--- config.mk ---
export PLATFORM = sky130hd
export DESIGN_NAME = gsst_front
export DESIGN_NICKNAME = d
export VERILOG_FILES = /design/src/design/gsst_pkg.sv /design/src/design/gsst_front.sv
export SDC_FILE = /design/constraint.sdc
export NUM_CORES = 1
export LEC_CHECK = 0
export BUFFER_PORTS_ARGS = -buffer_cell sky130_fd_sc_hd__buf_2
export CORE_MARGIN = 3
export CORE_UTILIZATION = 40
export CTS_CLUSTER_SIZE = 30
export DETAILED_ROUTE_END_ITERATION = 10
export PLACE_DENSITY = 0.74
export SKIP_LAST_GASP = 1
export SLEW_MARGIN = 20
export SYNTH_ARGS = -nofsm -noshare
export SYNTH_HDL_FRONTEND = slang
export SYNTH_SLANG_ARGS = --single-unit
--- constraint.sdc ---
create_clock -name clock -period 2.8 [get_ports clock]
set_clock_uncertainty 0.05 [all_clocks]
set_input_delay 0 -clock clock [delete_from_list [all_inputs] [get_ports clock]]
set_output_delay 0 -clock clock [all_outputs]
set_load 0.01 [all_outputs]
--- src/design/gsst_pkg.sv ---
// ----------------------------------------------------------------------------
// gsst_pkg
// types and codes shared by the growable sum tree modules
// ----------------------------------------------------------------------------
`timescale 1ns / 1ps
package gsst_pkg;

   // widest element count over the supported capacity range
   localparam int MAX_CW = 21;

   typedef enum logic [1:0] {
      KIND_APPEND = 2'd0,
      KIND_REMOVE = 2'd1,
      KIND_UPDATE = 2'd2,
      KIND_QUERY  = 2'd3
   } kind_type;

   typedef enum logic [1:0] {
      STATUS_OK    = 2'd0,
      STATUS_FULL  = 2'd1,
      STATUS_RANGE = 2'd2
   } status_type;

   typedef struct packed {
      logic [1:0]  kind;
      logic [31:0] value;
      logic [9:0]  index;
      logic [10:0] range_end;
   } req_word_type;

   typedef struct packed {
      logic [31:0] sum;
      logic [10:0] count;
      logic [1:0]  status;
   } rsp_word_type;

   // classified request handed from front to back
   typedef struct packed {
      kind_type          kind;
      logic              ok;
      status_type        status;
      logic [MAX_CW-1:0] count_before;
      logic [MAX_CW-1:0] count_after;
      logic [31:0]       value;
      logic [9:0]        index;
      logic [10:0]       range_end;
   } entry_type;

   typedef struct packed {
      logic full;
      logic empty;
   } queue_status_type;

   typedef enum logic [2:0] {
      B_IDLE,
      B_WRITE,
      B_READ,
      B_WAIT,
      B_QSTEP,
      B_QWAIT,
      B_DONE
   } back_state_type;

endpackage

--- src/design/gsst_front.sv ---
// ----------------------------------------------------------------------------
// gsst_front
// accepts requests, checks them against the element count, keeps the count
// ----------------------------------------------------------------------------
`timescale 1ns / 1ps
module gsst_front #(
   parameter int CAPACITY = 1024
) (
   input  logic                      clock,
   input  logic                      reset,
   input  logic                      start,
   input  gsst_pkg::req_word_type    req_word,
   input  gsst_pkg::queue_status_type q_status,
   output logic                      busy,
   output logic                      push,
   output gsst_pkg::entry_type       push_entry
);
   import gsst_pkg::*;

   localparam int CW = $clog2(CAPACITY + 1);
   localparam int IW = (CW > 11) ? CW : 11;

   logic [CW-1:0] count_ff, count_in;
   logic [IW-1:0] cnt_x, idx_x, end_x;
   logic          ok;
   status_type    status;

   assign busy  = q_status.full;
   assign push  = start && !busy;
   assign cnt_x = IW'(count_ff);
   assign idx_x = IW'(req_word.index);
   assign end_x = IW'(req_word.range_end);

   // classify the request
   always_comb begin
      ok       = 1'b1;
      status   = STATUS_OK;
      count_in = count_ff;
      case (kind_type'(req_word.kind))
         KIND_APPEND: begin
            if (cnt_x >= IW'(CAPACITY)) begin
               ok     = 1'b0;
               status = STATUS_FULL;
            end else begin
               count_in = count_ff + CW'(1);
            end
         end
         KIND_REMOVE: begin
            if (count_ff == '0) begin
               ok     = 1'b0;
               status = STATUS_RANGE;
            end else begin
               count_in = count_ff - CW'(1);
            end
         end
         KIND_UPDATE: begin
            if (idx_x >= cnt_x) begin
               ok     = 1'b0;
               status = STATUS_RANGE;
            end
         end
         default: begin
            if (idx_x > end_x || end_x > cnt_x) begin
               ok     = 1'b0;
               status = STATUS_RANGE;
            end
         end
      endcase
   end

   always_comb begin
      push_entry.kind         = kind_type'(req_word.kind);
      push_entry.ok           = ok;
      push_entry.status       = status;
      push_entry.count_before = MAX_CW'(count_ff);
      push_entry.count_after  = MAX_CW'(count_in);
      push_entry.value        = req_word.value;
      push_entry.index        = req_word.index;
      push_entry.range_end    = req_word.range_end;
   end

   // element count
   always_ff @(posedge clock) begin
      if (reset) begin
         count_ff <= '0;
      end else if (push) begin
         count_ff <= count_in;
      end
   end

endmodule

==> results.json, run 1 <==
{
  "drc": 0,
  "vias": 2350,
  "start_util_pct": 43.06,
  "cts_setup_buffers": 0,
  "io_buffers": 76,
  "reg2regPathDepth": 7,
  "combPwrFrac_pct": 54.4,
  "cts_buffer_depth": 2,
  "synth_edf_count": 0,
  "layout_commonest_cell": "buf_2",
  "grt_pass1_wl_um": 9984,
  "cts-htree-levels": 1,
  "viasPerCell": 5.341,
  "grt_max_degree": 17,
  "avgSynthCellArea_sq_um": 7.659,
  "async_reset_ff_share_pct": 0,
  "r2r_start": "cnt_x[0]",
  "grt_overflow": 0,
  "post_cts_resized": 0,
  "endpoint_kind": "output pin",
  "p_sw_uw": 305.5,
  "crit_end": "push_entry[96]",
  "p_int_uw": 438.0,
  "switching_share_pct": 41.09,
  "worst_pin_slew_ps": 535.4,
  "finalMaxSlewViolations": 0,
  "num_rows": 27,
  "antenna_cells": 0,
  "p_clk_share_pct": 22.4,
  "finalNetCount": 463,
  "cts-buffers-inserted": 3,
  "grt_antenna_before_repair": 0,
  "ios": 162,
  "ys_types": 54,
  "p_leak_nw": 1.315,
  "dp_hpwl_um": 5015,
  "area_growth_pct": 12.42,
  "maxSlewHeadroom_pct": 64.31,
  "ys_seq_elements": 11,
  "powerDensity_nw_per_um2": 269.0,
  "crit_type": "reg2out",
  "grt_pass1_vias": 2096,
  "hold_viol_final": 0,
  "drive_gt1_share_pct": 26.63,
  "ys_seq_area_share_pct": 8.957,
  "drv_cap": 0,
  "sequentialPowerShare_pct": 23.1,
  "place_inst": 404,
  "die_w_um": 84.40,
  "drtPass1Iterations": 4,
  "gp_congestion": 0.9004,
  "drtIter0Drc": 214,
  "routed_wl_um": 6405,
  "fmax_ghz": 0.3738,
  "r2r_slack_ps": 580,
  "cts_tree": "done",
  "path_clk_slew_ps": 50,
  "setup_viol": 0,
  "root_buffer": "clkbuf_8",
  "instances_no_fill": 440,
  "largest_register_ffs": 11,
  "rsz0062_at_grt": "no",
  "holdBufCountCts": 32,
  "post_drt_wl_per_cell_um": 14.56,
  "finalCritPeriodShare_pct": 95.54,
  "ant_nets": 0,
  "syn_area_sq_um": 2459,
  "outcome": "finished clean",
  "ys.flop_type": "dfxtp_1",
  "cts.sinks": 11,
  "grt_usage_pct": 16.60,
  "hold_path_class": "in2reg",
  "start_kind": "register",
  "required_ps": 2750,
  "setup_tns_ps": 0,
  "core-area_sq_um": 5709,
  "layout_common_cells": "buf_2, ha_1, dlygate4sd3_1",
  "fill_cells": 585,
  "yosysWarningCount": 0,
  "die_area_sq_um": 7123,
  "insertion_delay_ps": 250,
  "ir_drop_mv": 0.1231,
  "r2r_end": "cnt_x[8]",
  "synth_cells": 321,
  "crit_arrival_ps": 2630,
  "worst-path-max-fanout": 10,
  "period_needed_ps": 2675,
  "dieHeight_um": 84.40,
  "crit_start": "cnt_x[2]"
}
-- worst min path at each step --
stage	start	to	slack [ps]	cells after the start
global placement	req_word[27]	push_entry[27]	-50	0
CTS	reset	cnt_x[6]	50	2
detailed placement	req_word[27]	push_entry[27]	-50	0
floorplan	q_status[1]	busy	40	1
finish	reset	cnt_x[6]	60	2
global route	reset	cnt_x[6]	60	2
-- cells in the mapped netlist (3+ instances only) --
cell type  number  area [sq um]
and4_1          3         26.28
nand4_1         9         56.30
o21a_1          3         22.52
clkbuf_1        6         22.52
nor2_1         22         82.58
xnor2_1        10         87.58
or3_1           3         18.77
a211oi_1        4         30.03
a211o_1         3         26.28
buf_4          78         585.6
inv_1          25         93.84
and3_1          4         25.02
o21ai_0         6         30.03
nand2_1        13         48.80
o31a_1          3         26.28
ha_1           34         425.4
nor3_1          6         30.03
a21oi_1        22         110.1
nand3_1         6         30.03
buf_2           4         20.02
nand2b_1        4         25.02
dfxtp_1        11         220.2
-- worst max-delay path: stages (launching register included) --
cell	delay [ps]
dfxtp_1	530
inv_1	230
ha_1	350
a21oi_1	160
a211oi_1	80
a2111oi_0	410
o32ai_1	170
a211o_1	300
buf_2	140
-- cell type report --
class / count / area, sq um / share of cell area (%)
Sequential cell: 11 / 220.2 / 7.967
Timing Repair Buffer: 113 / 738.2 / 26.71
Tap cell: 72 / 90.09 / 3.259
Clock buffer: 4 / 45.04 / 1.630
Multi-Input combinational cell: 215 / 1577 / 57.04
Inverter: 25 / 93.84 / 3.395
-- cells by family after synthesis --
logic type	Yosys count	share of synthesized area, %
buffers and inverters	114	29.82
AND/OR/NAND/NOR	85	19.80
AO/OA/AOI/OAI	66	20.41
adder cells (fa/ha/maj)	34	17.30
flip-flops	11	8.957
XOR/XNOR	10	3.562
other	1	0.1525
-- per-stage QoR --
step / power (mW) / instance area (sq um) / hold slack, ps / setup slack (ps) / utilization [%]
floorplan: 0.5036 / 2530 / 41.77 / 594.0 / -
global placement: 0.5203 / 2399 / -49.93 / 486.9 / 42.01
detailed placement: 0.5282 / 2399 / -49.93 / 398.0 / 42.01
CTS: 0.7487 / 2764 / 45.85 / 111.2 / 48.41
global route: 0.8003 / 2764 / 64.03 / 4.770 / 48.41
finish: 0.7435 / 2764 / 64.21 / 124.9 / 48.41
-- routing by layer --
metal / track usage [%] / wire [um]
met3: 2.453 / 574
met1: 21.96 / 2698
met5: 0 / 0
met4: 2.158 / 37
met2: 29.27 / 3093
-- power by group through the flow --
stage          logic (mW)  clock network (mW)  registers (mW)
4_1_cts             0.406               0.170           0.172
3_5_place_dp        0.353                   0           0.175
3_3_place_gp        0.345                   0           0.175
5_1_grt             0.451               0.176           0.173
2_1_floorplan       0.330                   0           0.173
6_report            0.405               0.167           0.172
Power figures use the tool's default switching activity.
==> run 2, diff against run 1 <==
--- a/config.mk
+++ b/config.mk
@@ -6,6 +6,7 @@
 export NUM_CORES = 1
 export LEC_CHECK = 0
 export BUFFER_PORTS_ARGS = -buffer_cell sky130_fd_sc_hd__buf_2
+export CORE_ASPECT_RATIO = 1.75
 export CORE_MARGIN = 3
 export CORE_UTILIZATION = 40
 export CTS_CLUSTER_SIZE = 30
==> run 2 against run 1 <==
- critical path type unchanged
- global-route usage is 0.91 points higher
- highest routed layer unchanged
- register-to-register slack worse by 50 ps
- clock-buffer cell count unchanged
- core utilization decreased by 1.9 points
- sequential share of layout area up 0.11 points
- first-iteration DRC count shrank 68%
- combinational power hardly changed
- die area grew 0.52%
==> results.json, run 2 (synthesis gave the netlist of run 1 again) <==
{
  "grt_pass1_wl_um": 9984,
  "drtIter0Drc": 69,
  "layout_common_cells": "buf_2, ha_1, dlygate4sd3_1",
  "start_kind": "register",
  "period_needed_ps": 2538,
  "gp_congestion": 0.8618,
  "cts-htree-levels": 1,
  "dieHeight_um": 109.7,
  "routed_wl_um": 6724,
  "required_ps": 2750,
  "cts_tree": "done",
  "post_drt_wl_per_cell_um": 15.14,
  "crit_arrival_ps": 2490,
  "num_rows": 37,
  "insertion_delay_ps": 250,
  "endpoint_kind": "output pin",
  "finalNetCount": 461,
  "layout_commonest_cell": "buf_2",
  "powerDensity_nw_per_um2": 271.3,
  "hold_path_class": "in2reg",
  "maxSlewHeadroom_pct": 63.90,
  "die_area_sq_um": 7160,
  "start_util_pct": 41.49,
  "die_w_um": 65.27,
  "drc": 0,
  "root_buffer": "clkbuf_8",
  "setup_tns_ps": 0,
  "place_area_sq_um": 2391,
  "grt_usage_pct": 17.52,
  "grt_antenna_before_repair": 0,
  "cts_buffer_depth": 2,
  "drtPass1Iterations": 4,
  "finalCritPeriodShare_pct": 90.65,
  "place_inst": 408,
  "rsz0062_at_grt": "no",
  "hold_viol_final": 0,
  "drv_cap": 0,
  "dp_hpwl_um": 5250,
  "cts-buffers-inserted": 3,
  "drive_gt1_share_pct": 26.78,
  "antenna_cells": 0,
  "cts.sinks": 11,
  "holdWs_ps": 26.77,
  "finalMaxSlewViolations": 0,
  "crit_type": "reg2out",
  "ios": 162,
  "ant_nets": 0,
  "grt_max_degree": 17,
  "grt_overflow": 0,
  "area_growth_pct": 12.21,
  "outcome": "finished clean",
  "fmax_ghz": 0.3940,
  "worst-path-max-fanout": 10,
  "instances_no_fill": 444,
  "vias": 2396,
  "ir_drop_mv": 0.2455,
  "io_buffers": 76,
  "final_util_pct": 46.56,
  "core-area_sq_um": 5926,
  "path_clk_slew_ps": 50,
  "largest_register_ffs": 11,
  "worst_pin_slew_ps": 541.5,
  "p_leak_nw": 1.306,
  "cts_setup_buffers": 0,
  "viasPerCell": 5.396,
  "grt_pass1_vias": 2215,
  "finalInstanceArea_sq_um": 2759,
  "setup_viol": 0
}
==> run 2: worst paths after layout <==
check | start | endpoint | slack (ps) | depth (start not counted)
min | reset | cnt_x[4] | 30 | 2
min reg2reg | cnt_x[10] | cnt_x[10] | 540 | 2
max reg2reg | cnt_x[0] | cnt_x[8] | 530 | 7
max | cnt_x[7] | push_entry[96] | 260 | 8
==> run 2: layout make-up <==
cell class | count | area, sq um
fillers | 630 | 3167
clock buffers | 4 | 45.04
inverters | 25 | 93.84
multi-input cells | 215 | 1577
well taps | 78 | 97.59
flip-flops and latches | 11 | 222.7
repair buffers | 111 | 723.2
==> run 2: worst max-delay path: stages (launching register included) <==
cell and delay, ps:
dfxtp_1 510, inv_1 180, ha_1 320, nand4_1 150, a211oi_1 80, a2111oi_0 400
o32ai_1 160, a211o_1 290, buf_2 150
==> run 2: per-layer routing <==
| metal | up-vias | share of wire, % | global-route usage [%] |
|---|---|---|---|
| li1 | 1140 | - | - |
| met1 | 1094 | 34 | 17.48 |
| met2 | 149 | 56 | 35.61 |
| met3 | 13 | 8.3 | 1.738 |
| met4 | 0 | 2.2 | 6.825 |
| met5 | - | 0 | 0 |
==> run 2: where the power goes <==
| group | internal (mW) | switching, mW |
|---|---|---|
| logic | 0.175 | 0.231 |
| clock network | 0.101 | 0.0682 |
| registers | 0.162 | 0.0111 |
==> run 2: timing repair <==
| item | 4_1_cts | 5_1_grt |
|---|---|---|
| hold endpoints to repair | 32 | 0 |
| setup endpoints to repair | 0 | 2 |
| hold buffers | 32 | 0 |
| resized for setup | 0 | 2 |
==> run 2: through the flow <==
stage | power (mW) | setup WS, ps
after floorplan | 0.5036 | 594.0
after global placement | 0.5228 | 477.6
after detailed placement | 0.5314 | 425.2
after CTS | 0.7532 | 142.2
after global routing | 0.8021 | 73.03
final | 0.7485 | 261.8
==> run 3, diff against run 2 <==
--- a/config.mk
+++ b/config.mk
@@ -5,7 +5,7 @@
 export SDC_FILE = /design/constraint.sdc
 export NUM_CORES = 1
 export LEC_CHECK = 0
-export BUFFER_PORTS_ARGS = -buffer_cell sky130_fd_sc_hd__buf_2
+export BUFFER_PORTS_ARGS = -buffer_cell sky130_fd_sc_hd__clkbuf_2
 export CORE_ASPECT_RATIO = 1.75
 export CORE_MARGIN = 3
 export CORE_UTILIZATION = 40
==> run 3 against run 2 <==
- critical path depth did not move
- cell area fell by 0.27%
- worst hold slack improved by 17 ps
- clock-buffer cell count did not move
- die area did not move
- global-route usage rose by 0.58 points
- non-clock buffer count fell by 1
- highest routed layer unchanged
- core utilization fell by 0.13 points
- maximum frequency fell by 2.1%
==> results.json, run 3 (synthesis gave the netlist of run 1 again) <==
{
  "cp.depth": 8,
  "instances_no_fill": 443,
  "min_to": "cnt_x[4]",
  "grt_max_degree": 17,
  "grt_pass1_wl_um": 10290,
  "worstHoldStart": "reset",
  "crit_arrival_ps": 2540,
  "layout_common_cells": "clkbuf_2, ha_1, dlygate4sd3_1",
  "grt_usage_pct": 18.10,
  "cts_buffer_depth": 2,
  "r2r_slack_ps": 500,
  "setup_tns_ps": 0,
  "hold_path_class": "in2reg",
  "drtIter0Drc": 70,
  "viasPerCell": 5.366,
  "period_needed_ps": 2593,
  "rsz0062_at_grt": "no",
  "finalNetCount": 460,
  "slowest_stage": "dfxtp_1",
  "cts-buffers-inserted": 3,
  "die_w_um": 65.27,
  "reg2regPathDepth": 7,
  "grt_antenna_before_repair": 0,
  "max_stage_delay_ps": 550,
  "vias": 2377,
  "cts.sinks": 11,
  "ant_nets": 0,
  "endpoint_kind": "output pin",
  "core-area_sq_um": 5926,
  "r2r_start": "cnt_x[1]",
  "drive_gt1_share_pct": 26.58,
  "start_kind": "register",
  "cp_top_family": "compound AO/OA/AOI/OAI gates",
  "powerDensity_nw_per_um2": 273.8,
  "fill_cells": 632,
  "grt_use_met3_pct": 1.534,
  "num_rows": 37,
  "crit_buf_inv": 2,
  "cts_setup_buffers": 0,
  "drv_cap": 0,
  "ios": 162,
  "grt_pass1_vias": 2223,
  "dp_hpwl_um": 5314,
  "ir_drop_mv": 0.2455,
  "p_leak_nw": 1.295,
  "finalCritPeriodShare_pct": 92.62,
  "worst_pin_slew_ps": 542.9,
  "start_util_pct": 41.49,
  "maxSlewHeadroom_pct": 63.80,
  "routed_wl_um": 6725,
  "gp_congestion": 0.8582,
  "layout_commonest_cell": "clkbuf_2",
  "area_growth_pct": 11.91,
  "use_met2_pct": 37.64,
  "hold_viol_final": 0,
  "drtPass1Iterations": 4,
  "path_cells": "inv_1 > ha_1 > a21oi_1 > o21ai_0 > a2111oi_0 > o32ai_1 > a211o_1 > clkbuf_2",
  "crit_type": "reg2out",
  "fmax_ghz": 0.3856,
  "io_buffers": 76,
  "path_clk_slew_ps": 50,
  "cts_tree": "done",
  "place_inst": 407,
  "insertion_delay_ps": 250,
  "finalMaxSlewViolations": 0,
  "holdWs_ps": 44.12,
  "drc": 0,
  "antenna_cells": 0,
  "met1_usage_pct": 17.33,
  "setup_viol": 0,
  "hold_depth": 2,
  "root_buffer": "clkbuf_8",
  "r2r_end": "cnt_x[8]",
  "dieHeight_um": 109.7,
  "outcome": "finished clean",
  "largest_register_ffs": 11,
  "grt_overflow": 0,
  "die_area_sq_um": 7160,
  "required_ps": 2750,
  "cts-htree-levels": 1,
  "worst-path-max-fanout": 11,
  "post_drt_wl_per_cell_um": 15.18,
  "busiest_layer": "met2"
}
## run 3: changes by cell type in the layout (fill, tap and decap cells not counted), sizes merged
cell | before | now
buf | 79 | 2
clkbuf | 4 | 80
## run 3: worst reg2reg max path, delay by kind of cell (launching register included)
kind                       cells  cell delay (ps)
AOI/OAI and AO/OA              2              760
DFF                            1              480
buffers and inverters          1              190
and+or+nand+nor                3              480
adders and majority gates      1              220
## run 3: through the flow
step	setup slack, ps	utilization (%)	total power [mW]	area, sq um
after floorplan	594.0	-	0.5036	2530
after global placement	479.7	40.22	0.5231	2384
after detailed placement	413.8	40.22	0.5333	2384
after CTS	137.3	46.39	0.7555	2749
after global routing	27.29	46.43	0.8063	2751
final	206.5	46.43	0.7534	2751
## run 3: what timing repair did
item / in CTS / in global routing
hold endpoints to repair: 32 / 0
endpoints found under the setup margin: 0 / 2
hold buffers: 32 / 0
resized for setup: 0 / 2
## run 3: report_power, final
part | internal (mW) | switching, mW
clock network | 0.101 | 0.0703
logic | 0.174 | 0.234
registers | 0.162 | 0.0120
## run 3: layout make-up
| type | instances | area (sq um) | share of cell area, % |
|---|---|---|---|
| Timing Repair Buffer | 110 | 715.7 | 26.01 |
| Tap cell | 78 | 97.59 | 3.547 |
| Sequential cell | 11 | 222.7 | 8.095 |
| Inverter | 25 | 93.84 | 3.411 |
| Multi-Input combinational cell | 215 | 1577 | 57.30 |
| Clock buffer | 4 | 45.04 | 1.637 |
## run 3: worst max path at each step
| stage | start | endpoint | slack (ps) |
|---|---|---|---|
| 6_report | cnt_x[3] | push_entry[96] | 210 |
| 4_1_cts | cnt_x[6] | push_entry[96] | 140 |
| 3_5_place_dp | cnt_x[2] | push_entry[96] | 410 |
| 5_1_grt | cnt_x[8] | push_entry[97] | 30 |
| 2_1_floorplan | cnt_x[6] | push_entry[96] | 590 |
| 3_3_place_gp | cnt_x[2] | push_entry[97] | 480 |
## run 3: routing by layer
metal,part of all wire (%),up-vias
met5,0,-
met4,2.6,0
met3,7.5,13
met2,56,136
met1,34,1086
li1,-,1142
