--- src/design/gsst_pkg.sv ---
// ----------------------------------------------------------------------------
// gsst_pkg
// types and codes shared by the growable sum tree modules
// ----------------------------------------------------------------------------
`timescale 1ns / 1ps
package gsst_pkg;

   // widest element count over the supported capacity range
   localparam int MAX_CW = 21;

   typedef enum logic [1:0] {
      KIND_APPEND = 2'd0,
      KIND_REMOVE = 2'd1,
      KIND_UPDATE = 2'd2,
      KIND_QUERY  = 2'd3
   } kind_type;

   typedef enum logic [1:0] {
      STATUS_OK    = 2'd0,
      STATUS_FULL  = 2'd1,
      STATUS_RANGE = 2'd2
   } status_type;

   typedef struct packed {
      logic [1:0]  kind;
      logic [31:0] value;
      logic [9:0]  index;
      logic [10:0] range_end;
   } req_word_type;

   typedef struct packed {
      logic [31:0] sum;
      logic [10:0] count;
      logic [1:0]  status;
   } rsp_word_type;

   // classified request handed from front to back
   typedef struct packed {
      kind_type          kind;
      logic              ok;
      status_type        status;
      logic [MAX_CW-1:0] count_before;
      logic [MAX_CW-1:0] count_after;
      logic [31:0]       value;
      logic [9:0]        index;
      logic [10:0]       range_end;
   } entry_type;

   typedef struct packed {
      logic full;
      logic empty;
   } queue_status_type;

   typedef enum logic [2:0] {
      B_IDLE,
      B_WRITE,
      B_READ,
      B_WAIT,
      B_QSTEP,
      B_QWAIT,
      B_DONE
   } back_state_type;

endpackage

--- src/design/gsst_queue.sv ---
// ----------------------------------------------------------------------------
// gsst_queue
// two-entry queue between the front and the back
// ----------------------------------------------------------------------------
`timescale 1ns / 1ps
module gsst_queue (
   input  logic                       clock,
   input  logic                       reset,
   input  logic                       push,
   input  gsst_pkg::entry_type        push_entry,
   input  logic                       pop,
   output gsst_pkg::entry_type        pop_entry,
   output gsst_pkg::queue_status_type q_status
);
   import gsst_pkg::*;

   entry_type  slot_ff [0:1];
   logic       wr_ptr_ff, rd_ptr_ff;
   logic [1:0] fill_ff, fill_in;

   assign pop_entry      = slot_ff[rd_ptr_ff];
   assign q_status.full  = (fill_ff == 2'd2);
   assign q_status.empty = (fill_ff == 2'd0);

   always_comb begin
      fill_in = fill_ff;
      case ({push, pop})
         2'b10:   fill_in = fill_ff + 2'd1;
         2'b01:   fill_in = fill_ff - 2'd1;
         default: fill_in = fill_ff;
      endcase
   end

   // pointers and fill level
   always_ff @(posedge clock) begin
      if (reset) begin
         wr_ptr_ff <= 1'b0;
         rd_ptr_ff <= 1'b0;
         fill_ff   <= 2'd0;
      end else begin
         if (push) wr_ptr_ff <= !wr_ptr_ff;
         if (pop)  rd_ptr_ff <= !rd_ptr_ff;
         fill_ff <= fill_in;
      end
   end

   // entry storage
   always_ff @(posedge clock) begin
      if (push) slot_ff[wr_ptr_ff] <= push_entry;
   end

endmodule

--- config.mk ---
export PLATFORM = sky130hd
export DESIGN_NAME = gsst_queue
export DESIGN_NICKNAME = d
export VERILOG_FILES = /design/src/design/gsst_pkg.sv /design/src/design/gsst_queue.sv
export SDC_FILE = /design/constraint.sdc
export NUM_CORES = 1
export LEC_CHECK = 0
export BUFFER_PORTS_ARGS = -buffer_cell sky130_fd_sc_hd__buf_2
export CORE_ASPECT_RATIO = 0.75
export CORE_MARGIN = 10
export CORE_UTILIZATION = 50
export DETAILED_ROUTE_END_ITERATION = 6
export GPL_TIMING_DRIVEN = 0
export PLACE_DENSITY = 0.75
export RECOVER_POWER = 50
export SLEW_MARGIN = 20
export SYNTH_ARGS = -nofsm -noshare
export SYNTH_HDL_FRONTEND = slang
export SYNTH_SLANG_ARGS = --single-unit
--- constraint.sdc ---
create_clock -name clock -period 10.95 [get_ports clock]
set_clock_uncertainty 0.05 [all_clocks]
set_input_delay 1.095 -clock clock [delete_from_list [all_inputs] [get_ports clock]]
set_output_delay 1.095 -clock clock [all_outputs]
set_load 0.02 [all_outputs]
==> qor.txt, run 1 <==
I/O pins: 206
Logic pwr share: 12.3%
register area share after synthesis: 82.60%
Finished Layout Cells: 779
Setup Crit Path Kind: input pin to register
Worst Setup SP: push
quantity of hold-fixing buffers added after cts: 0
FMAX: 0.2476 GHz
Slew headroom: 7.010%
vias in the first global route: 4207
num rows: 38
Max Slew Vio Count: 0
final setup violating endpoints: 0
Pint: 1.400 mW
Final Hold Viols: 0
CP max FO: 25
core footprint: 14450 µm²
Yosys reg bits: 205
Leak: 3.416 nW
H-tree levels: 1
share of cells above drive strength 1: 52.08%
asr flop ratio synth: 0%
GRT busiest layer: met2
PD cells: 194.5 nW/µm²
Final GP Congestion: 0.7562
R2R Path Start: wr_ptr_ff$_SDFFE_PP0P_
port bufs: 205
post-route ant nets: 0
clock root cell: clkbuf_16
Net count, final: 670
RSZ-0062 raised after global routing: no
detailed placement HPWL: 10860 µm
Skew-Pair Late Insertion Delay: 0.47 ns
Sw Share: 22.85%
Post-Place Cells: 743
Max VDD drop: 0.1240 mV
met3 GRT Util: 6.721%
Resized Gates After CTS: 0
Hold Crit Start: fill_ff[1]$_SDFFE_PP0P_
die width: 160.4 µm
Post-synth EDFFs: 200
gr usage total: 14.46%
Max Buffers Root-to-Sink: 3
CTS tree: yes
cell count after synthesis: 333
CTS buffer count: 20
Die Height: 125.3 µm
initial antenna violation count: 3
Synth warnings: 0
final period utilization: 36.89%
total wire length: 15240 µm
DRC violations left: 0
most frequent cell after synthesis: edfxtp_1
mapped cell area: 7392 µm²
status: finished, final reports clean
Iter 0 DRT Violations: 207
Final min period: 4.039 ns
met1 track demand over resource: 18.44%
first-pass GRT wire length: 23320 µm
CP endpoint kind: register
Worst EP required: 11.08 ns
top cells by area, synth: edfxtp_1 (81%), mux2_2 (15%), dfxtp_1 (1.4%)
via count: 3896
pin count of the biggest net entering global routing: 55
area share of the largest cell type after synthesis: 81.25%
TritonCTS Sinks: 205
startpoint types: input pin
top cells by count, synth: edfxtp_1 (200), mux2_2 (100), buf_2 (11)
Via-to-Cell Ratio: 5.001
top_reg_cell synth: edfxtp_1
Syn-to-layout area delta: 26.15%
worst slew pin tran: 1.395 ns
library cells used by synthesis: 14
WL per Instance: 19.56 µm
DIE AREA: 20100 µm²
maxcap violations: 0
worst path arrival time: 4.17 ns
Setup TNS: 0 ns
Synth Net Count: 438
Post-CTS Setup Inserts: 0
Initial DRT Pass Iterations: 4
Net Switching: 0.4145 mW
met2 Use GR: 22.11%
Yosys top cell by area: edfxtp_1
Reg power frac: 51.1%
Clock Power Share: 36.6%
total gr overflow: 0
Filler Cell Count: 1103
mean post-synth cell area: 22.20 µm²
HP Class: register to register
clk slew on worst S/H paths: 0.06 ns
Initial Utilization: 51.14%
-- state kept, by name (all words and copies together), names as in the netlist, named ones only --
register / count
rd_ptr_ff: 1
fill_ff: 2
wr_ptr_ff: 1
slot_ff: 200
-- metal layers --
layer / vias to the layer above / share of wire [%]
met5: - / 0.14
met4: 4 / 1.8
met3: 34 / 11
met2: 178 / 45
met1: 1893 / 42
li1: 1787 / -
-- power groups by stage --
stage	Clock, mW	Combinational (mW)	Sequential [mW]
after floorplan	0	0.139	0.945
after global placement	0	0.219	0.949
after detailed placement	0	0.233	0.943
after CTS	0.677	0.234	0.927
after global routing	0.711	0.241	0.930
final	0.664	0.224	0.926
-- final timing paths --
check / end / slack, ns / cells past startpoint
max: slot_ff[0][94]$_DFFE_PP_ / 6.91 / 6
min: fill_ff[1]$_SDFFE_PP0P_ / 0.47 / 2
max reg2reg: slot_ff[0][94]$_DFFE_PP_ / 7.39 / 4
min reg2reg: fill_ff[1]$_SDFFE_PP0P_ / 0.47 / 2
-- critical path, cell delays in order --
cell	delay [ns]
clkbuf_1	0.14
inv_1	0.07
nor2_1	0.43
clkbuf_1	1.02
clkbuf_1	1.09
buf_12	0.28
-- metrics by stage --
| step | util, % | total power [mW] | hold WS [ns] | setup WS, ns | area [µm²] |
|---|---|---|---|---|---|
| final | 64.52 | 1.814 | 0.4706 | 6.911 | 9325 |
| after floorplan | - | 1.084 | 0.4114 | 4.994 | 7392 |
| after detailed placement | 60.84 | 1.176 | 0.4642 | 8.302 | 8793 |
| after global routing | 64.50 | 1.883 | 0.4963 | 6.615 | 9323 |
| after CTS | 65.24 | 1.838 | 0.4732 | 7.759 | 9430 |
| after global placement | 59.97 | 1.168 | 0.4351 | 2.839 | 8668 |
-- final cells by class --
type	count	area (µm²)	share of cell area [%]
diodes	1	2.502	0.02683
plain buffers	11	55.05	0.5904
well taps	200	250.2	2.683
inverters	1	3.754	0.04025
clock buffers	25	540.5	5.796
repair buffers	210	1041	11.16
clock inverters	10	96.34	1.033
multi-input cells	116	1230	13.19
flip-flops and latches	205	6106	65.48
-- cell families after synthesis --
family / synth area share, %
multiplexers: 15.23
XOR/XNOR: 0.4740
flip-flops: 82.60
AO/OA/AOI/OAI: 0.1353
buffers and inverters: 0.7954
AND/OR/NAND/NOR: 0.5925
adder cells (fa/ha/maj): 0.1692
-- placed cells by master (no fill, tap or decap) --
cell and n:
a21oi_1 1, and2_4 1, and2b_2 1, buf_1 1, buf_12 2, buf_16 1
buf_2 168, bufinv_16 2, clkbuf_1 53, clkbuf_16 21, clkinv_1 3, clkinv_2 5
dfxtp_1 5, diode_2 1, edfxtp_1 200, ha_1 1, inv_1 1, mux2_2 100
nor2_1 6, o21ai_0 1, or3_1 1, xnor2_1 3, xor2_1 1
No activity file was read; power rests on OpenSTA's default activity.
==> run 2: changes to the inputs <==
==> constraint.sdc (replaced) <==
create_clock -name clock -period 4 [get_ports clock]
set_clock_uncertainty 0.05 [all_clocks]
set_input_delay 0.4 -clock clock [delete_from_list [all_inputs] [get_ports clock]]
set_output_delay 0.4 -clock clock [all_outputs]
set_load 0.02 [all_outputs]
==> qor.txt, run 2 (synthesis results as in run 1) <==
die width: 160.4 µm (unchanged)
startpoint types: register (was input pin)
most frequent cells in the layout: edfxtp_1 (200), buf_2 (170), mux2_2 (100), clkbuf_1 (50), clkbuf_16 (21) (was edfxtp_1 (200), buf_2 (168), mux2_2 (100), clkbuf_1 (53), clkbuf_16 (21))
port bufs: 205 (unchanged)
CP endpoint kind: register (unchanged)
Post-Place Cells: 743 (unchanged)
CTS buffer count: 20 (unchanged)
Iter 0 DRT Violations: 213 (was 207)
largest register by flop count: slot_ff (unchanged)
Final Hold Viols: 0 (unchanged)
commonest non-fill, non-tap cell in the layout: edfxtp_1 (unchanged)
quantity of hold-fixing buffers added after cts: 0 (unchanged)
Finished Layout Cells: 780 (was 779)
CP max FO: 28 (was 25)
Die Height: 125.3 µm (unchanged)
detailed placement HPWL: 10800 µm (was 10860 µm)
WL per Instance: 19.35 µm (was 19.56 µm)
Setup TNS: 0 ns (unchanged)
Multi-input gate area: 1230 µm² (unchanged)
Final min period: 2.628 ns
dpl ws: 2.073 ns (was 8.302 ns)
max reg flops: 200 (unchanged)
first-pass GRT wire length: 23050 µm (was 23320 µm)
FMAX: 0.3805 GHz
PD cells: 524.1 nW/µm² (was 194.5 nW/µm²)
initial antenna violation count: 3 (unchanged)
Max Buffers Root-to-Sink: 3 (unchanged)
Slew headroom: 2.194% (was 7.010%)
total power: 4.889 mW (was 1.814 mW)
TritonCTS Sinks: 205 (unchanged)
num rows: 38 (unchanged)
CTS tree: yes (unchanged)
total gr overflow: 0 (unchanged)
Max VDD drop: 0.3399 mV (was 0.1240 mV)
maxcap violations: 0 (unchanged)
H-tree levels: 1 (unchanged)
Worst Setup SP: wr_ptr_ff$_SDFFE_PP0P_ (was push)
Syn-to-layout area delta: 26.18% (was 26.15%)
I/O pins: 206 (unchanged)
Worst EP required: 4.12 ns (was 11.08 ns)
Leak: 3.419 nW (was 3.416 nW)
Initial Utilization: 51.14% (unchanged)
Initial DRT Pass Iterations: 4 (unchanged)
clk slew on worst S/H paths: 0.06 ns (about the same)
Setup Crit Path Kind: register to register (was input pin to register)
Via-to-Cell Ratio: 4.892 (was 5.001)
Max Slew Vio Count: 0 (unchanged)
Largest regs: slot_ff: 200 flops, fill_ff: 2 flops (unchanged)
total wire length: 15100 µm (was 15240 µm)
worst path arrival time: 2.75 ns (was 4.17 ns)
Final GP Congestion: 0.7445 (was 0.7562)
HP Class: input pin to register (was register to register)
Reg area: 6106 µm² (unchanged)
Placed Area: 8793 µm² (unchanged)
Filler Cell Count: 1070 (was 1103)
Resized Gates After CTS: 0 (unchanged)
gr usage total: 14.31% (was 14.46%)
RSZ-0062 raised after global routing: no (unchanged)
Post-CTS Setup Inserts: 0 (unchanged)
worst slew pin tran: 1.467 ns (was 1.395 ns)
DIE AREA: 20100 µm² (unchanged)
R2R Path Start: wr_ptr_ff$_SDFFE_PP0P_ (unchanged)
core footprint: 14450 µm² (unchanged)
pin count of the biggest net entering global routing: 52 (was 55)
final setup margin: 1.372 ns (was 6.911 ns)
post-route ant nets: 0 (unchanged)
DRC violations left: 0 (unchanged)
status: finished, final reports clean (unchanged)
via count: 3816 (was 3896)
final period utilization: 65.70%
Net count, final: 670 (unchanged)
clock root cell: clkbuf_16 (unchanged)
Hold Crit Start: push_entry[8] (was fill_ff[1]$_SDFFE_PP0P_)
share of cells above drive strength 1: 52.16% (was 52.08%)
vias in the first global route: 4202 (was 4207)
final instance area: 9328 µm² (was 9325 µm²)
Skew-Pair Late Insertion Delay: 0.47 ns (about the same)
final setup violating endpoints: 0 (unchanged)
==> run 2: changes by cell type in the layout (fill, tap and decap cells not counted), sizes merged <==
| cell | delta |
|---|---|
| buf | +2 |
| bufinv | -1 |
| clkbuf | -3 |
| clkinv | +3 |
==> run 2: path summary, 6_finish.rpt <==
kind,depth (start not counted),end,slack [ns]
setup / recovery,4,slot_ff[0][71]$_DFFE_PP_,1.37
hold / removal,1,slot_ff[1][8]$_DFFE_PP_,0.06
setup reg to reg,4,slot_ff[0][71]$_DFFE_PP_,1.37
hold reg to reg,2,fill_ff[1]$_SDFFE_PP0P_,0.47
==> run 2: stage by stage <==
step                      utilization [%]  hold slack, ns
after floorplan                         -          0.4114
after global placement              59.99          0.4337
after detailed placement            60.84          0.4610
after CTS                           65.08         0.03597
after global routing                64.52         0.03494
final                               64.53         0.05542
==> run 2: report_power, final <==
group          internal (mW)  switching [mW]
clock network           1.02           0.719
registers               2.51          0.0299
logic                  0.245           0.372
==> run 2: worst max-delay path, cell delays in order (launching register included) <==
cell and delay (ns):
dfxtp_1 0.34, nor2_1 0.28, clkbuf_1 1.11, buf_12 0.30, buf_12 0.22
==> run 2: routing by layer <==
metal / GRT usage [%] / vias up / wire, µm
met5: 0 / - / 11
met4: 3.287 / 2 / 236
met3: 6.820 / 18 / 1572
met2: 23.86 / 150 / 7284
met1: 16.45 / 1862 / 5990
li1: - / 1784 / -
==> run 2: final cells by class <==
type	instances	area share (%)
multi-input combinational	116	13.19
clock inverter	12	0.8182
timing repair buffer	210	11.44
clock buffer	24	5.755
antenna	1	0.02683
tap	200	2.683
sequential	205	65.46
buffer	11	0.5902
inverter	1	0.04024
==> run 3: changes to the inputs <==
==> constraint.sdc (replaced) <==
create_clock -name clock -period 2.5 [get_ports clock]
set_clock_uncertainty 0.05 [all_clocks]
set_input_delay 0.25 -clock clock [delete_from_list [all_inputs] [get_ports clock]]
set_output_delay 0.25 -clock clock [all_outputs]
set_load 0.02 [all_outputs]
==> qor.txt, run 3 (synthesis results as in run 1) <==
Hold Crit Start: pop (was push_entry[8])
initial antenna violation count: 1 (was 3)
share of cells above drive strength 1: 40.18% (was 52.16%)
Met3 Wirelength: 1662 µm (was 1572 µm)
first-pass GRT wire length: 26980 µm (was 23050 µm)
port bufs: 205 (unchanged)
met2 wire length: 8608 µm (was 7284 µm)
via count: 4338 (was 3816)
detailed placement HPWL: 11170 µm (was 10800 µm)
final instance area: 10290 µm² (was 9328 µm²)
Leak: 3.747 nW (was 3.419 nW)
TritonCTS Sinks: 205 (unchanged)
met1 wire length: 6838 µm (was 5990 µm)
worst path arrival time: 1.93 ns (was 2.75 ns)
CP endpoint kind: primary output (was register)
PD cells: 765.9 nW/µm² (was 524.1 nW/µm²)
R2R Path Start: wr_ptr_ff$_SDFFE_PP0P_ (unchanged)
Net count, final: 771 (was 670)
Die Height: 125.3 µm (unchanged)
die width: 160.4 µm (unchanged)
worst reg2reg setup slack: 0.35 ns (was 1.37 ns)
Worst Reg2Reg Path Length in Cells: 2 (was 4)
worst slew pin tran: 1.192 ns (was 1.467 ns)
Top Metal Used: met4 (was met5)
Slew headroom: 20.53% (was 2.194%)
Iter 0 DRT Violations: 261 (was 213)
DIE AREA: 20100 µm² (unchanged)
Resized Gates After CTS: 0 (unchanged)
core footprint: 14450 µm² (unchanged)
WL per Instance: 19.96 µm (was 19.35 µm)
final setup violating endpoints: 0 (unchanged)
Hold Path Sink: rd_ptr_ff$_SDFFE_PP0P_ (was slot_ff[1][8]$_DFFE_PP_)
total wire length: 17530 µm (was 15100 µm)
H-tree levels: 1 (unchanged)
maxcap violations: 0 (unchanged)
Initial Utilization: 51.14% (unchanged)
clk slew on worst S/H paths: 0.05 ns (was 0.06 ns)
Largest regs: slot_ff: 200 flops, fill_ff: 2 flops (unchanged)
FMAX: 0.4477 GHz
Setup Crit Path Kind: register to primary output (was register to register)
max reg flops: 200 (unchanged)
Cells on Worst Hold Path: 3 (was 1)
Final Hold Viols: 0 (unchanged)
Multi-input gate area: 1236 µm² (was 1230 µm²)
Max VDD drop: 0.4545 mV (was 0.3399 mV)
Placed Area: 8801 µm² (was 8793 µm²)
Initial DRT Pass Iterations: 4 (unchanged)
most frequent cells in the layout: edfxtp_1 (200), buf_2 (135), dlygate4sd3_1 (101), mux2_2 (100), clkbuf_1 (82) (was edfxtp_1 (200), buf_2 (170), mux2_2 (100), clkbuf_1 (50), clkbuf_16 (21))
total gr overflow: 0 (unchanged)
Final min period: 2.234 ns
pin count of the biggest net entering global routing: 55 (was 52)
gr usage total: 16.72% (was 14.31%)
vias in the first global route: 4833 (was 4202)
FF-to-FF End: slot_ff[1][91]$_DFFE_PP_ (was slot_ff[0][71]$_DFFE_PP_)
post-route ant nets: 0 (unchanged)
Syn-to-layout area delta: 39.27% (was 26.18%)
status: finished, final reports clean (unchanged)
clock root cell: clkbuf_16 (unchanged)
HP Class: input pin to register (unchanged)
CP max FO: 10 (was 28)
Worst EP required: 2.20 ns (was 4.12 ns)
CTS tree: yes (unchanged)
Filler Cell Count: 970 (was 1070)
final period utilization: 89.34%
Max Slew Vio Count: 0 (unchanged)
num rows: 38 (unchanged)
startpoint types: register (unchanged)
Via-to-Cell Ratio: 4.941 (was 4.892)
Skew-Pair Late Insertion Delay: 0.47 ns (about the same)
Max Buffers Root-to-Sink: 3 (unchanged)
Final GP Congestion: 0.7330 (was 0.7445)
I/O pins: 206 (unchanged)
Min Hold Slack: 0.02305 ns (was 0.05542 ns)
Reg area: 6106 µm² (unchanged)
RSZ-0062 raised after global routing: no (unchanged)
DRC violations left: 0 (unchanged)
commonest non-fill, non-tap cell in the layout: edfxtp_1 (unchanged)
CTS buffer count: 20 (unchanged)
largest register by flop count: slot_ff (unchanged)
==> run 3: cell count changes in the layout (fill, tap and decap cells not counted), moves of 4 or more <==
cell,change
clkinv_1,-5
clkbuf_1,+32
dlygate4sd3_1,+101
buf_2,-35
clkbuf_2,+4
==> run 3: layout make-up <==
cell class	instances	share of cell area, %
antenna	1	0.02431
sequential	205	59.31
tap	200	2.431
multi-input combinational	116	12.01
inverter	1	0.03646
buffer	11	0.5348
clock buffer	27	5.323
timing repair buffer	311	20.04
clock inverter	6	0.2917
==> run 3: critical path, stage by stage, from the launching register on <==
cell,delay [ns]
dfxtp_1,0.30
buf_2,0.26
buf_2,0.35
mux2_2,0.38
buf_2,0.17
==> run 3: metal layers <==
layer	GRT usage (%)	up-vias
li1	-	1979
met5	0	-
met2	28.37	215
met1	19.18	2107
met3	6.885	37
met4	4.688	0
==> run 3: how the worst max path moves through the flow <==
stage | slack (ns) | endpoint | cells past startpoint
floorplan | 0.20 | slot_ff[0][0]$_DFFE_PP_ | 1
global placement | -0.54 | slot_ff[0][91]$_DFFE_PP_ | 3
detailed placement | 0.66 | slot_ff[0][90]$_DFFE_PP_ | 6
CTS | 0.20 | pop_entry[94] | 4
global route | 0.17 | pop_entry[94] | 4
finish | 0.27 | pop_entry[3] | 4
==> run 3: power breakdown <==
part | switching [mW] | total [mW] | leakage (nW) | internal, mW
sequential | 0.0538 | 4.06 | 1.92 | 4.01
clock | 1.15 | 2.68 | 0.281 | 1.53
combinational | 0.645 | 1.14 | 1.55 | 0.496
total | 1.85 | 7.88 | 3.75 | 6.04
==> run 3: stage by stage <==
step,setup slack [ns],util (%),setup TNS (ns),power (mW),cells
floorplan,0.2036,-,0,4.731,333
global placement,-0.5356,60.03,-73.00,5.092,738
detailed placement,0.6583,60.89,0,5.158,743
CTS,0.1983,71.88,0,7.952,877
finish,0.2665,71.23,0,7.884,878
global route,0.1674,71.23,0,8.190,878
==> run 3: what timing repair did <==
action	CTS	global route
buffers inserted	0	0
setup endpoints to repair	0	0
hold buffers	101	0
hold endpoints to repair	205	0
